**src/hdl/spectrum_peak_hold_meter_defines.svh**
```systemverilog
// ----------------------------------------------------------------------------
// Spectrum peak hold meter assertion macros
// Shared concurrent assertion forms for the meter RTL.
// ----------------------------------------------------------------------------
`ifndef SPECTRUM_PEAK_HOLD_METER_DEFINES_SVH
`define SPECTRUM_PEAK_HOLD_METER_DEFINES_SVH

// same-cycle implication
`define SPM_ASSERT_IMPL(lbl, ante, cons, msg) \
    lbl: assert property (@(posedge i_clk) disable iff (!i_rst_n) (ante) |-> (cons)) \
        else $error(msg);

// next-cycle implication
`define SPM_ASSERT_NEXT(lbl, ante, cons, msg) \
    lbl: assert property (@(posedge i_clk) disable iff (!i_rst_n) (ante) |=> (cons)) \
        else $error(msg);

`endif

```
**src/hdl/spm_pkg.sv**
```systemverilog
// ----------------------------------------------------------------------------
// Spectrum peak hold meter package
// Constants, register indexes and sequencer states for the meter.
// ----------------------------------------------------------------------------
`timescale 1ns / 1ps

package spm_pkg;

    localparam int NUM_BINS_DEF            = 126;
    localparam int PIXEL_FRACTION_BITS_DEF = 4;

    localparam int PIX_W    = 14;
    localparam int SLOT_W   = 7;
    localparam int HEIGHT_W = 10;
    localparam int MAG_W    = 16;
    localparam int SUM_W    = 23;
    localparam int ADDR_W   = 4;

    localparam logic [1:0] REG_MODE   = 2'd0;
    localparam logic [1:0] REG_HEIGHT = 2'd1;
    localparam logic [1:0] REG_BARS   = 2'd2;
    localparam logic [1:0] REG_PER    = 2'd3;

    localparam logic                RST_MODE   = 1'b1;
    localparam logic [HEIGHT_W-1:0] RST_HEIGHT = 10'd100;
    localparam logic [SLOT_W-1:0]   RST_BARS   = 7'd10;
    localparam logic [SLOT_W-1:0]   RST_PER    = 7'd12;

    typedef enum logic [3:0] {
        ST_CLEAR,
        ST_IDLE,
        ST_MUL_C,
        ST_MUL_P,
        ST_ACCUM,
        ST_DIV,
        ST_ROOT1_INIT,
        ST_SQRT1,
        ST_ROOT2_INIT,
        ST_SQRT2,
        ST_SCALE,
        ST_LIMIT,
        ST_MOD,
        ST_PEAK_RD,
        ST_PEAK_WR,
        ST_OUT
    } t_state;

endpackage

```
**src/hdl/spectrum_peak_hold_meter.sv**
```systemverilog
// A new input is taken only in idle, so each bin is through before the next is accepted.
// One shared subtract-compare unit runs 23 divide steps, then 32 + 16 root steps.
// Reset (i_rst_n low, synchronous): registers to defaults, frame restarted, then a
// pass over all NUM_BINS entries clears the peak memory; the same pass runs after a
// clear opcode and after a write that changes display_mode.
// ----------------------------------------------------------------------------
// Spectrum peak hold meter
// FFT bin levels through fourth root and height scaling, with decaying peaks.
// ----------------------------------------------------------------------------
`timescale 1ns / 1ps
`include "spectrum_peak_hold_meter_defines.svh"

module spectrum_peak_hold_meter #(
    parameter int NUM_BINS            = spm_pkg::NUM_BINS_DEF,
    parameter int PIXEL_FRACTION_BITS = spm_pkg::PIXEL_FRACTION_BITS_DEF
) (
    input  logic                         i_clk,
    input  logic                         i_rst_n,
    input  logic                         psel,
    input  logic                         penable,
    input  logic                         pwrite,
    input  logic [spm_pkg::ADDR_W-1:0]   paddr,
    input  logic [31:0]                  pwdata,
    output logic [31:0]                  prdata,
    output logic                         pready,
    input  logic                         i_valid,
    output logic                         o_ready,
    input  logic                         i_opcode,
    input  logic [spm_pkg::MAG_W-1:0]    i_current_magnitude,
    input  logic [spm_pkg::MAG_W-1:0]    i_previous_magnitude,
    input  logic [spm_pkg::MAG_W-1:0]    i_current_gain,
    input  logic [spm_pkg::MAG_W-1:0]    i_previous_gain,
    input  logic                         i_mix_enable,
    output logic                         o_valid,
    input  logic                         i_ready,
    output logic [spm_pkg::SLOT_W-1:0]   o_slot_index,
    output logic [spm_pkg::PIX_W-1:0]    o_level,
    output logic [spm_pkg::PIX_W-1:0]    o_peak_level,
    output logic                         o_frame_last
);

    localparam int IDX_W = $clog2(NUM_BINS);
    localparam int POS_W = (IDX_W > spm_pkg::SLOT_W) ? IDX_W : spm_pkg::SLOT_W;
    localparam int PIX_W = spm_pkg::PIX_W;
    localparam int HW    = spm_pkg::HEIGHT_W;
    localparam int SW    = spm_pkg::SLOT_W;
    localparam logic [IDX_W-1:0] LAST_BIN  = IDX_W'(NUM_BINS - 1);
    localparam logic [POS_W-1:0] NBINS_POS = POS_W'(NUM_BINS);
    localparam logic [15:0]      FALL      = 16'(3 << (PIXEL_FRACTION_BITS - 1));
    localparam int               SCALE_SH  = 17 - PIXEL_FRACTION_BITS;

    spm_pkg::t_state r_state, n_state;

    logic              r_mode;
    logic [HW-1:0]     r_height;
    logic [SW-1:0]     r_bar_count;
    logic [SW-1:0]     r_bins_per_bar;

    logic [IDX_W-1:0]  r_bin_pos;
    logic [SW-1:0]     r_bar_pos;
    logic [22:0]       r_sum;
    logic [SW-1:0]     r_fill;
    logic [IDX_W-1:0]  r_clr_addr;

    logic [15:0]       r_cm, r_pm, r_cg, r_pg;
    logic              r_mix;

    logic [32:0]       r_acc;
    logic [63:0]       r_x;
    logic [32:0]       r_rem;
    logic [31:0]       r_root;
    logic [5:0]        r_cnt;
    logic [SW-1:0]     r_den;
    logic [POS_W-1:0]  r_slot;
    logic              r_last;
    logic [PIX_W-1:0]  r_level;
    logic [PIX_W-1:0]  r_peak_rd;
    logic [PIX_W-1:0]  r_peak;

    logic [PIX_W-1:0]  r_peak_mem [NUM_BINS];

    logic              r_o_valid;
    logic [SW-1:0]     r_o_slot;
    logic [PIX_W-1:0]  r_o_level;
    logic [PIX_W-1:0]  r_o_peak;
    logic              r_o_last;

    // configuration write decode
    logic              cfg_wr;
    logic              mode_change;
    logic              in_xfer;
    logic              out_free;
    logic              out_load;

    // shared subtract-compare unit
    logic [34:0]       alu_a, alu_b;
    logic [35:0]       alu_diff;
    logic              alu_ge;

    // shared multiplier
    logic [15:0]       mul_a, mul_b;
    logic [31:0]       mul_p;

    // frame step
    logic              last_bin;
    logic [15:0]       amp;
    logic [SW-1:0]     bars, per;
    logic [22:0]       sum_nx;
    logic [SW-1:0]     fill_nx;
    logic              close_bar;
    logic              emit;

    // scaling and peak
    logic [27:0]       lv3, lv, lim;
    logic [PIX_W-1:0]  pk_nx;

    // memory port
    logic              mem_we;
    logic [IDX_W-1:0]  mem_addr;
    logic [PIX_W-1:0]  mem_wdata;

    assign cfg_wr      = psel && penable && pwrite;
    assign mode_change = cfg_wr && (paddr[3:2] == spm_pkg::REG_MODE) && (pwdata[0] != r_mode);
    assign in_xfer     = i_valid && o_ready;
    assign out_free    = !r_o_valid || i_ready;
    assign out_load    = (r_state == spm_pkg::ST_OUT) && out_free;
    assign pready      = 1'b1;

    always_comb begin
        case (paddr[3:2])
            spm_pkg::REG_MODE:   prdata = {31'b0, r_mode};
            spm_pkg::REG_HEIGHT: prdata = {{(32 - HW){1'b0}}, r_height};
            spm_pkg::REG_BARS:   prdata = {{(32 - SW){1'b0}}, r_bar_count};
            spm_pkg::REG_PER:    prdata = {{(32 - SW){1'b0}}, r_bins_per_bar};
            default:             prdata = 32'b0;
        endcase
    end

    always_comb begin
        case (r_state)
            spm_pkg::ST_DIV: begin
                alu_a = {27'b0, r_rem[6:0], r_x[22]};
                alu_b = {28'b0, r_den};
            end
            spm_pkg::ST_SQRT1, spm_pkg::ST_SQRT2: begin
                alu_a = {r_rem, r_x[63:62]};
                alu_b = {1'b0, r_root, 2'b01};
            end
            default: begin
                alu_a = 35'b0;
                alu_b = 35'b0;
            end
        endcase
        alu_diff = {1'b0, alu_a} - {1'b0, alu_b};
        alu_ge   = !alu_diff[35];
    end

    always_comb begin
        case (r_state)
            spm_pkg::ST_MUL_C: begin
                mul_a = r_cm;
                mul_b = r_cg;
            end
            spm_pkg::ST_MUL_P: begin
                mul_a = r_pm;
                mul_b = r_pg;
            end
            default: begin
                mul_a = r_root[15:0];
                mul_b = {{(16 - HW){1'b0}}, r_height};
            end
        endcase
        mul_p = mul_a * mul_b;
    end

    always_comb begin
        last_bin  = (r_bin_pos == LAST_BIN);
        amp       = r_mix ? r_acc[32:17] : r_acc[31:16];
        bars      = (r_bar_count == '0) ? SW'(1) : r_bar_count;
        per       = (r_bins_per_bar == '0) ? SW'(1) : r_bins_per_bar;
        sum_nx    = r_sum + 23'(amp);
        fill_nx   = r_fill + SW'(1);
        close_bar = (fill_nx >= per) || last_bin;
        emit      = !r_mode || ((r_bar_pos < bars) && close_bar);
    end

    always_comb begin
        lv3   = {1'b0, r_acc[25:0], 1'b0} + {2'b0, r_acc[25:0]};
        lv    = lv3 >> SCALE_SH;
        lim   = 28'(r_height) << PIXEL_FRACTION_BITS;
        pk_nx = (({2'b0, r_level} + FALL) >= {2'b0, r_peak_rd}) ? r_level
                : r_peak_rd - PIX_W'(FALL);
    end

    // next state
    always_comb begin
        n_state = r_state;
        case (r_state)
            spm_pkg::ST_CLEAR:      if (r_clr_addr == LAST_BIN) n_state = spm_pkg::ST_IDLE;
            spm_pkg::ST_IDLE:       if (in_xfer) begin
                n_state = i_opcode ? spm_pkg::ST_CLEAR : spm_pkg::ST_MUL_C;
            end
            spm_pkg::ST_MUL_C:      n_state = r_mix ? spm_pkg::ST_MUL_P : spm_pkg::ST_ACCUM;
            spm_pkg::ST_MUL_P:      n_state = spm_pkg::ST_ACCUM;
            spm_pkg::ST_ACCUM: begin
                if (!emit) begin
                    n_state = spm_pkg::ST_IDLE;
                end else if (!r_mode || fill_nx == SW'(1)) begin
                    n_state = spm_pkg::ST_ROOT1_INIT;
                end else begin
                    n_state = spm_pkg::ST_DIV;
                end
            end
            spm_pkg::ST_DIV:        if (r_cnt == 6'd22) n_state = spm_pkg::ST_ROOT1_INIT;
            spm_pkg::ST_ROOT1_INIT: n_state = spm_pkg::ST_SQRT1;
            spm_pkg::ST_SQRT1:      if (r_cnt == 6'd31) n_state = spm_pkg::ST_ROOT2_INIT;
            spm_pkg::ST_ROOT2_INIT: n_state = spm_pkg::ST_SQRT2;
            spm_pkg::ST_SQRT2:      if (r_cnt == 6'd15) n_state = spm_pkg::ST_SCALE;
            spm_pkg::ST_SCALE:      n_state = spm_pkg::ST_LIMIT;
            spm_pkg::ST_LIMIT:      n_state = spm_pkg::ST_MOD;
            spm_pkg::ST_MOD:        if (r_slot < NBINS_POS) n_state = spm_pkg::ST_PEAK_RD;
            spm_pkg::ST_PEAK_RD:    n_state = spm_pkg::ST_PEAK_WR;
            spm_pkg::ST_PEAK_WR:    n_state = spm_pkg::ST_OUT;
            spm_pkg::ST_OUT:        if (out_free) n_state = spm_pkg::ST_IDLE;
            default:                n_state = spm_pkg::ST_IDLE;
        endcase
        if (mode_change) begin
            n_state = spm_pkg::ST_CLEAR;
        end
    end

    // control outputs
    always_comb begin
        o_ready   = (r_state == spm_pkg::ST_IDLE);
        mem_we    = 1'b0;
        mem_addr  = r_slot[IDX_W-1:0];
        mem_wdata = pk_nx;
        case (r_state)
            spm_pkg::ST_CLEAR: begin
                mem_we    = 1'b1;
                mem_addr  = r_clr_addr;
                mem_wdata = '0;
            end
            spm_pkg::ST_PEAK_WR: mem_we = 1'b1;
            default: mem_we = 1'b0;
        endcase
    end

    always_ff @(posedge i_clk) begin
        if (mem_we) begin
            r_peak_mem[mem_addr] <= mem_wdata;
        end
        if (r_state == spm_pkg::ST_PEAK_RD) begin
            r_peak_rd <= r_peak_mem[mem_addr];
        end
    end

    always_ff @(posedge i_clk) begin
        if (!i_rst_n) begin
            r_o_valid <= 1'b0;
        end else if (out_load) begin
            r_o_valid <= 1'b1;
            r_o_slot  <= r_slot[SW-1:0];
            r_o_level <= r_level;
            r_o_peak  <= r_peak;
            r_o_last  <= r_last;
        end else if (i_ready) begin
            r_o_valid <= 1'b0;
        end
    end

    always_ff @(posedge i_clk) begin
        if (!i_rst_n) begin
            r_state        <= spm_pkg::ST_CLEAR;
            r_mode         <= spm_pkg::RST_MODE;
            r_height       <= spm_pkg::RST_HEIGHT;
            r_bar_count    <= spm_pkg::RST_BARS;
            r_bins_per_bar <= spm_pkg::RST_PER;
            r_bin_pos      <= '0;
            r_bar_pos      <= '0;
            r_sum          <= '0;
            r_fill         <= '0;
            r_clr_addr     <= '0;
        end else begin
            r_state <= n_state;

            if (cfg_wr) begin
                case (paddr[3:2])
                    spm_pkg::REG_MODE:   r_mode         <= pwdata[0];
                    spm_pkg::REG_HEIGHT: r_height       <= pwdata[HW-1:0];
                    spm_pkg::REG_BARS:   r_bar_count    <= pwdata[SW-1:0];
                    spm_pkg::REG_PER:    r_bins_per_bar <= pwdata[SW-1:0];
                    default:             r_mode         <= r_mode;
                endcase
                r_bin_pos <= '0;
                r_bar_pos <= '0;
                r_sum     <= '0;
                r_fill    <= '0;
                if (mode_change) begin
                    r_clr_addr <= '0;
                end
            end else begin
                case (r_state)
                    spm_pkg::ST_CLEAR: r_clr_addr <= r_clr_addr + IDX_W'(1);
                    spm_pkg::ST_IDLE: begin
                        if (in_xfer) begin
                            r_cm     <= i_current_magnitude;
                            r_pm     <= i_previous_magnitude;
                            r_cg     <= i_current_gain;
                            r_pg     <= i_previous_gain;
                            r_mix    <= i_mix_enable;
                            if (i_opcode) begin
                                r_clr_addr <= '0;
                                r_bin_pos  <= '0;
                                r_bar_pos  <= '0;
                                r_sum      <= '0;
                                r_fill     <= '0;
                            end
                        end
                    end
                    spm_pkg::ST_MUL_C: r_acc <= {1'b0, mul_p};
                    spm_pkg::ST_MUL_P: r_acc <= r_acc + {1'b0, mul_p};
                    spm_pkg::ST_ACCUM: begin
                        r_cnt <= '0;
                        r_rem <= '0;
                        if (!r_mode) begin
                            r_slot <= POS_W'(r_bin_pos);
                            r_x    <= {41'b0, 7'b0, amp};
                            r_den  <= SW'(1);
                            r_last <= last_bin;
                        end else if ((r_bar_pos < bars) && close_bar) begin
                            r_slot <= POS_W'(r_bar_pos);
                            r_x    <= {41'b0, sum_nx};
                            r_den  <= fill_nx;
                            r_last <= last_bin || ((r_bar_pos + SW'(1)) >= bars);
                        end
                        if (last_bin) begin
                            r_bin_pos <= '0;
                            r_bar_pos <= '0;
                            r_sum     <= '0;
                            r_fill    <= '0;
                        end else begin
                            r_bin_pos <= r_bin_pos + IDX_W'(1);
                            if (r_mode && (r_bar_pos < bars)) begin
                                if (close_bar) begin
                                    r_bar_pos <= r_bar_pos + SW'(1);
                                    r_sum     <= '0;
                                    r_fill    <= '0;
                                end else begin
                                    r_sum  <= sum_nx;
                                    r_fill <= fill_nx;
                                end
                            end
                        end
                    end
                    spm_pkg::ST_DIV: begin
                        r_rem      <= {26'b0, alu_ge ? alu_diff[6:0] : alu_a[6:0]};
                        r_x[22:0]  <= {r_x[21:0], alu_ge};
                        r_cnt      <= r_cnt + 6'd1;
                    end
                    spm_pkg::ST_ROOT1_INIT: begin
                        r_x    <= {r_x[15:0], 48'b0};
                        r_rem  <= '0;
                        r_root <= '0;
                        r_cnt  <= '0;
                    end
                    spm_pkg::ST_SQRT1, spm_pkg::ST_SQRT2: begin
                        r_rem  <= alu_ge ? alu_diff[32:0] : alu_a[32:0];
                        r_root <= {r_root[30:0], alu_ge};
                        r_x    <= {r_x[61:0], 2'b00};
                        r_cnt  <= r_cnt + 6'd1;
                    end
                    spm_pkg::ST_ROOT2_INIT: begin
                        r_x    <= {r_root, 32'b0};
                        r_rem  <= '0;
                        r_root <= '0;
                        r_cnt  <= '0;
                    end
                    spm_pkg::ST_SCALE: r_acc <= {1'b0, mul_p};
                    spm_pkg::ST_LIMIT: r_level <= (lv > lim) ? lim[PIX_W-1:0] : lv[PIX_W-1:0];
                    spm_pkg::ST_MOD: begin
                        if (r_slot >= NBINS_POS) begin
                            r_slot <= r_slot - NBINS_POS;
                        end
                    end
                    spm_pkg::ST_PEAK_WR: r_peak <= pk_nx;
                    default: r_clr_addr <= r_clr_addr;
                endcase
            end
        end
    end

    assign o_valid      = r_o_valid;
    assign o_slot_index = r_o_slot;
    assign o_level      = r_o_level;
    assign o_peak_level = r_o_peak;
    assign o_frame_last = r_o_last;

    `SPM_ASSERT_IMPL(a_slot_in_range, r_state == spm_pkg::ST_PEAK_RD, r_slot < NBINS_POS, "bad slot")
    `SPM_ASSERT_IMPL(a_div_nonzero, r_state == spm_pkg::ST_DIV, r_den != '0, "divide by zero")
    `SPM_ASSERT_NEXT(a_xfer_busy, in_xfer && !cfg_wr, r_state != spm_pkg::ST_IDLE, "idle after xfer")
    `SPM_ASSERT_IMPL(a_out_from_seq, $rose(r_o_valid), $past(r_state) == spm_pkg::ST_OUT, "stray result")

endmodule

```
**config.mk**
```make
export PLATFORM = sky130hd
export DESIGN_NAME = spectrum_peak_hold_meter
export DESIGN_NICKNAME = d
export VERILOG_FILES = /design/src/hdl/spm_pkg.sv /design/src/hdl/spectrum_peak_hold_meter.sv
export VERILOG_INCLUDE_DIRS = /design/src /design/src/hdl
export SDC_FILE = /design/constraint.sdc
export NUM_CORES = 2
export LEC_CHECK = 0
export ABC_AREA = 0
export BUFFER_PORTS_ARGS = -buffer_cell sky130_fd_sc_hd__clkbuf_2
export CORE_MARGIN = 5
export CORE_UTILIZATION = 57
export CTS_CLUSTER_SIZE = 8
export DETAILED_ROUTE_END_ITERATION = 10
export PLACE_DENSITY = 0.78
export SLEW_MARGIN = 0
export SYNTH_ARGS = -nofsm -noshare
export SYNTH_HDL_FRONTEND = slang
export SYNTH_SLANG_ARGS = --single-unit
```
**constraint.sdc**
```tcl
create_clock -name i_clk -period 9.76 [get_ports i_clk]
set_clock_uncertainty 0.15 [all_clocks]
set_input_delay 0.488 -clock i_clk [delete_from_list [all_inputs] [get_ports i_clk]]
set_output_delay 0.488 -clock i_clk [all_outputs]
set_load 0.02 [all_outputs]
```
==> run summary <==
The simple logic cell fraction of the synthesized area is 0.0779, and the actual slew at the worst max-slew pin is 1290 ps. The count of final hold-check violations was 0; the die outline height was 423 um. The cell repeated most along the worst path is fa_1.

The number of global-route vias before repair was 65000. The detail route stage leaves a number of antenna-violating nets equal to 0. The placeable core area is 170000 um2, and the clock transition at the registers of the reported paths is 60 ps. The maximum achievable frequency is 0.107 GHz.

The worst path needs 9350 ps of the cycle, external delays included. The run gives 0.434 as the part of the power in the clock network. The combined area of the multi-input logic cells was 30600 um2.

The fraction of the mapped netlist area in compound gates was 0.128. The multiplexer fraction of the synthesized cell area was 0.0132; the number of enable flip-flop cells after synthesis was 2090. Across all hold checks on the routed design, the worst slack comes to 68.1 ps. The logs give 2171 for the CTS sink count and 0 for the total of warnings raised by yosys.

The highest net fanout along the worst path was 34. Fraction of registers with async set/reset: 0. Setup repair after global routing left no endpoint under its margin.

Worst setup path category: register to register. The global routing usage summed across all routing layers was 0.303; the total count of max-transition violations in the final report was 0. The number of unique standard cell types used by synthesis was 74. The wire length of the first global-routing pass is 410 mm. STA classifies the critical path startpoint as a register.

The adder and majority gate portion of the synthesized area was 0.0754. Once routing completed, OpenROAD measured the worst setup slack at 412 ps. The share of the synthesized area in the top cell type works out to 0.644. The number of placed cells counting well taps was 9376; the layout cell share with drive strength beyond 1 was 0.112.

The top-level I/O count was 180; the relative slew slack was 0.135. Fill cells in the final layout number 11300. The logs give 97400 um2 for the cell area after technology mapping and 107 for the maximum number of pins on one net before global-route repair.

The run gives 0.574 as the initial cell density of the core. For this run, the number of standard cells in the final layout without fillers is 9834. The cell sitting at the root of the clock tree is a clkbuf_16. The post-route clock period utilization came out at 0.958. The CTS H-tree depth came out at 5. The sequential cell area fraction in the yosys report came out at 0.661.

The tools report the arrival time of the worst setup path as 9810 ps. The tools report the maximum vdd ir drop as 0.221 mV. Summed over all failing endpoints, the final setup total negative slack is 0 ps. Setup violations remaining at the end of the flow were counted as 0.

Part of the power in registers: 0.460. Once detailed placement completed, the half-perimeter wirelength came to 166 mm. After detailed routing, the average wire length per cell comes to 28.3 um. The detail-routed via count per cell is 6.67, and the switching fraction of total power is 0.234. The net count of the finished layout is 8136.

Post-route DRC violation count: 0. The number of iterations in the first detailed-routing pass was 9; the chip width was 423 um. The run gives 25 as the initial antenna violation count. Standard cell with the maximum stage delay on the critical path: a21oi_1. Summing over every cut layer, the via total after detailed routing is 65600. Wires add up to 278 mm.

Number of cells produced by synthesis: 7187. The most used flip-flop cell after synthesis is edfxtp_1. The average instance in the mapped netlist occupies 13.6 um2. Global routing finished with a remaining overflow of 0. The combinational fraction of design power was 0.106. In this run the static leakage power is 37.6 nW. The global placer's final weighted congestion came out at 0.958. The synthesized design spends more area on one cell type than any other, namely edfxtp_1. The run finished with clean final reports. At the later pin of the worst-skew pair, clock insertion delay measures 910 ps. The data required time at the worst endpoint came out at 10220 ps.

The internal portion of the total power is 0.0170 W. The die covers 179000 um2. The analysis attributes to net switching a power of 0.00519 W. After the first detailed-routing iteration, the DRC count stood at 9347. After synthesis, the largest family of logic cells by area is compound AO/OA/AOI/OAI gates. The number of buffers added by the clock tree synthesis step was 322. Type of the worst min-delay path: input port to register.

In this run the tool buffered the top-level ports with 132 buffer cells. The tools report the critical path endpoint category as a register. The share of the synthesized netlist area taken by xor and xnor gates was 0.0140; the total power divided by cell area was 200 nW/um2. In the post-synthesis netlist, the biggest area contributors are edfxtp_1 (64%), a22oi_1 (6.7%), fa_1 (4.0%).

Counting both buffers and inverters, the worst setup path holds a total of 5. For the clock tree buffer depth, the log shows 4. Summing all flip-flop and latch instances after layout gives 64400 um2. The cell area reported after detailed placement came out at 102000 um2. The post-synthesis register bit count was 2171; the cell area after layout was 111000 um2. Max-cap violations in this run came to 0.

Timing analysis after detailed placement gives a worst setup slack of 16.0 ps. The tools report the number of rows created at floorplan as 151. TritonCTS built the clock tree.

From synthesis to final layout, the design area changed by 13.8%. The kind of cell with the highest combined delay along the critical path is adder cells. The maximum cell stage delay along the critical path works out to 560 ps.
==> worst paths after layout <==
path	startpoint	endpoint	slack, ps	depth (start not counted)
worst max-delay path	r_state[2]	r_acc[31]	410	32
worst min-delay path	i_rst_n	r_mode	70	2
worst max register to register	r_state[2]	r_acc[31]	410	32
worst min register to register	r_peak[12]	o_peak_level[12]	260	0
==> worst register-to-register path, delay by kind of cell, from the launching register on <==
family                   cells  cell delay, ps
AND/OR/NAND/NOR              8            1400
flip-flops                   1             300
AO/OA/AOI/OAI                9            2570
buffers and inverters        5             590
adder cells (fa/ha/maj)      8            3630
XOR/XNOR                     2             450
==> power groups by stage <==
stage          Sequential [W]  Clock, W  Combinational [W]
2_1_floorplan          0.0104         0            0.00159
3_3_place_gp           0.0104         0            0.00220
3_5_place_dp           0.0104         0            0.00224
4_1_cts                0.0102   0.00964            0.00231
5_1_grt                0.0102    0.0101            0.00254
6_report               0.0102   0.00962            0.00236
==> cell families (layout without fill, tap and decap cells) <==
family / after synthesis / after routing
and+or+nand+nor: 1734 / 1734
DFF: 2171 / 2171
other: 2 / 31
AOI/OAI and AO/OA: 1796 / 1796
buffers and inverters: 737 / 1137
xor gates and xnor gates: 156 / 156
adders and majority gates: 469 / 469
muxes: 122 / 122
==> flip-flops by register name (all words and copies together), names as in the netlist, 16 cells and up <==
signal / flops
r_acc: 33
r_pg: 16
r_cm: 16
r_x: 64
r_peak_mem: 1764
r_root: 32
r_rem: 33
r_pm: 16
r_sum: 23
r_cg: 16
==> routing by layer <==
| layer | track usage | vias to the layer above | part of all wire |
|---|---|---|---|
| li1 | - | 27900 | - |
| met1 | 0.387 | 32200 | 0.35 |
| met2 | 0.485 | 4684 | 0.47 |
| met3 | 0.0708 | 881 | 0.12 |
| met4 | 0.163 | 8 | 0.061 |
| met5 | 0 | - | 0.00019 |
==> what timing repair did <==
item | 4_1_cts | 5_1_grt
buffers inserted | 0 | 1
gates resized for setup | 0 | 3
setup endpoints to repair | 0 | 11
hold buffers | 75 | 0
hold endpoints to repair | 90 | 0
==> cell type report <==
| cell class | count | share of cell area |
|---|---|---|
| timing repair buffer | 434 | 0.0298 |
| clock buffer | 364 | 0.0753 |
| tap | 2218 | 0.0250 |
| antenna | 8 | 0.000181 |
| multi-input combinational | 4300 | 0.276 |
| clock inverter | 10 | 0.000949 |
| sequential | 2171 | 0.581 |
| inverter | 329 | 0.0111 |
==> per-stage QoR <==
step	power, W	utilization
floorplan	0.0119	-
CTS	0.0221	0.653
detailed placement	0.0126	0.599
global route	0.0228	0.653
global placement	0.0126	0.599
finish	0.0222	0.653
==> cell usage in the layout (no fill, tap or decap), types with 132 or more instances in the layout <==
| master | Yosys | routed |
|---|---|---|
| a21oi_1 | 210 | 202 |
| o21ai_0 | 273 | 271 |
| ha_1 | 272 | 272 |
| a22oi_1 | 870 | 870 |
| nand2_1 | 765 | 759 |
| clkbuf_16 | 0 | 328 |
| fa_1 | 197 | 197 |
| nor2_1 | 498 | 445 |
| clkbuf_2 | 0 | 132 |
| inv_1 | 329 | 329 |
| edfxtp_1 | 2090 | 2090 |
| buf_4 | 25 | 212 |
==> Yosys cell counts, types with 10 or more instances <==
| master | count |
|---|---|
| a211oi_1 | 29 |
| a21boi_0 | 19 |
| a21o_1 | 70 |
| a21oi_1 | 210 |
| a221oi_1 | 28 |
| a222oi_1 | 17 |
| a22o_1 | 29 |
| a22oi_1 | 870 |
| a31o_2 | 10 |
| a31oi_1 | 33 |
| a41oi_1 | 44 |
| and2_1 | 68 |
| and3_1 | 56 |
| buf_1 | 52 |
| buf_2 | 40 |
| buf_4 | 25 |
| clkbuf_1 | 291 |
| dfxtp_1 | 81 |
| edfxtp_1 | 2090 |
| fa_1 | 197 |
| ha_1 | 272 |
| inv_1 | 329 |
| mux2_2 | 41 |
| mux2i_1 | 80 |
| nand2_1 | 765 |
| nand2b_1 | 36 |
| nand3_1 | 84 |
| nand4_1 | 74 |
| nor2_1 | 498 |
| nor2b_1 | 23 |
| nor3_1 | 54 |
| nor4_1 | 12 |
| o211ai_1 | 19 |
| o21a_1 | 24 |
| o21ai_0 | 273 |
| o21bai_1 | 17 |
| o22ai_1 | 11 |
| o31ai_1 | 13 |
| or3_1 | 15 |
| or4_1 | 19 |
| xnor2_1 | 92 |
| xor2_1 | 64 |
Power figures use the tool's default switching activity.
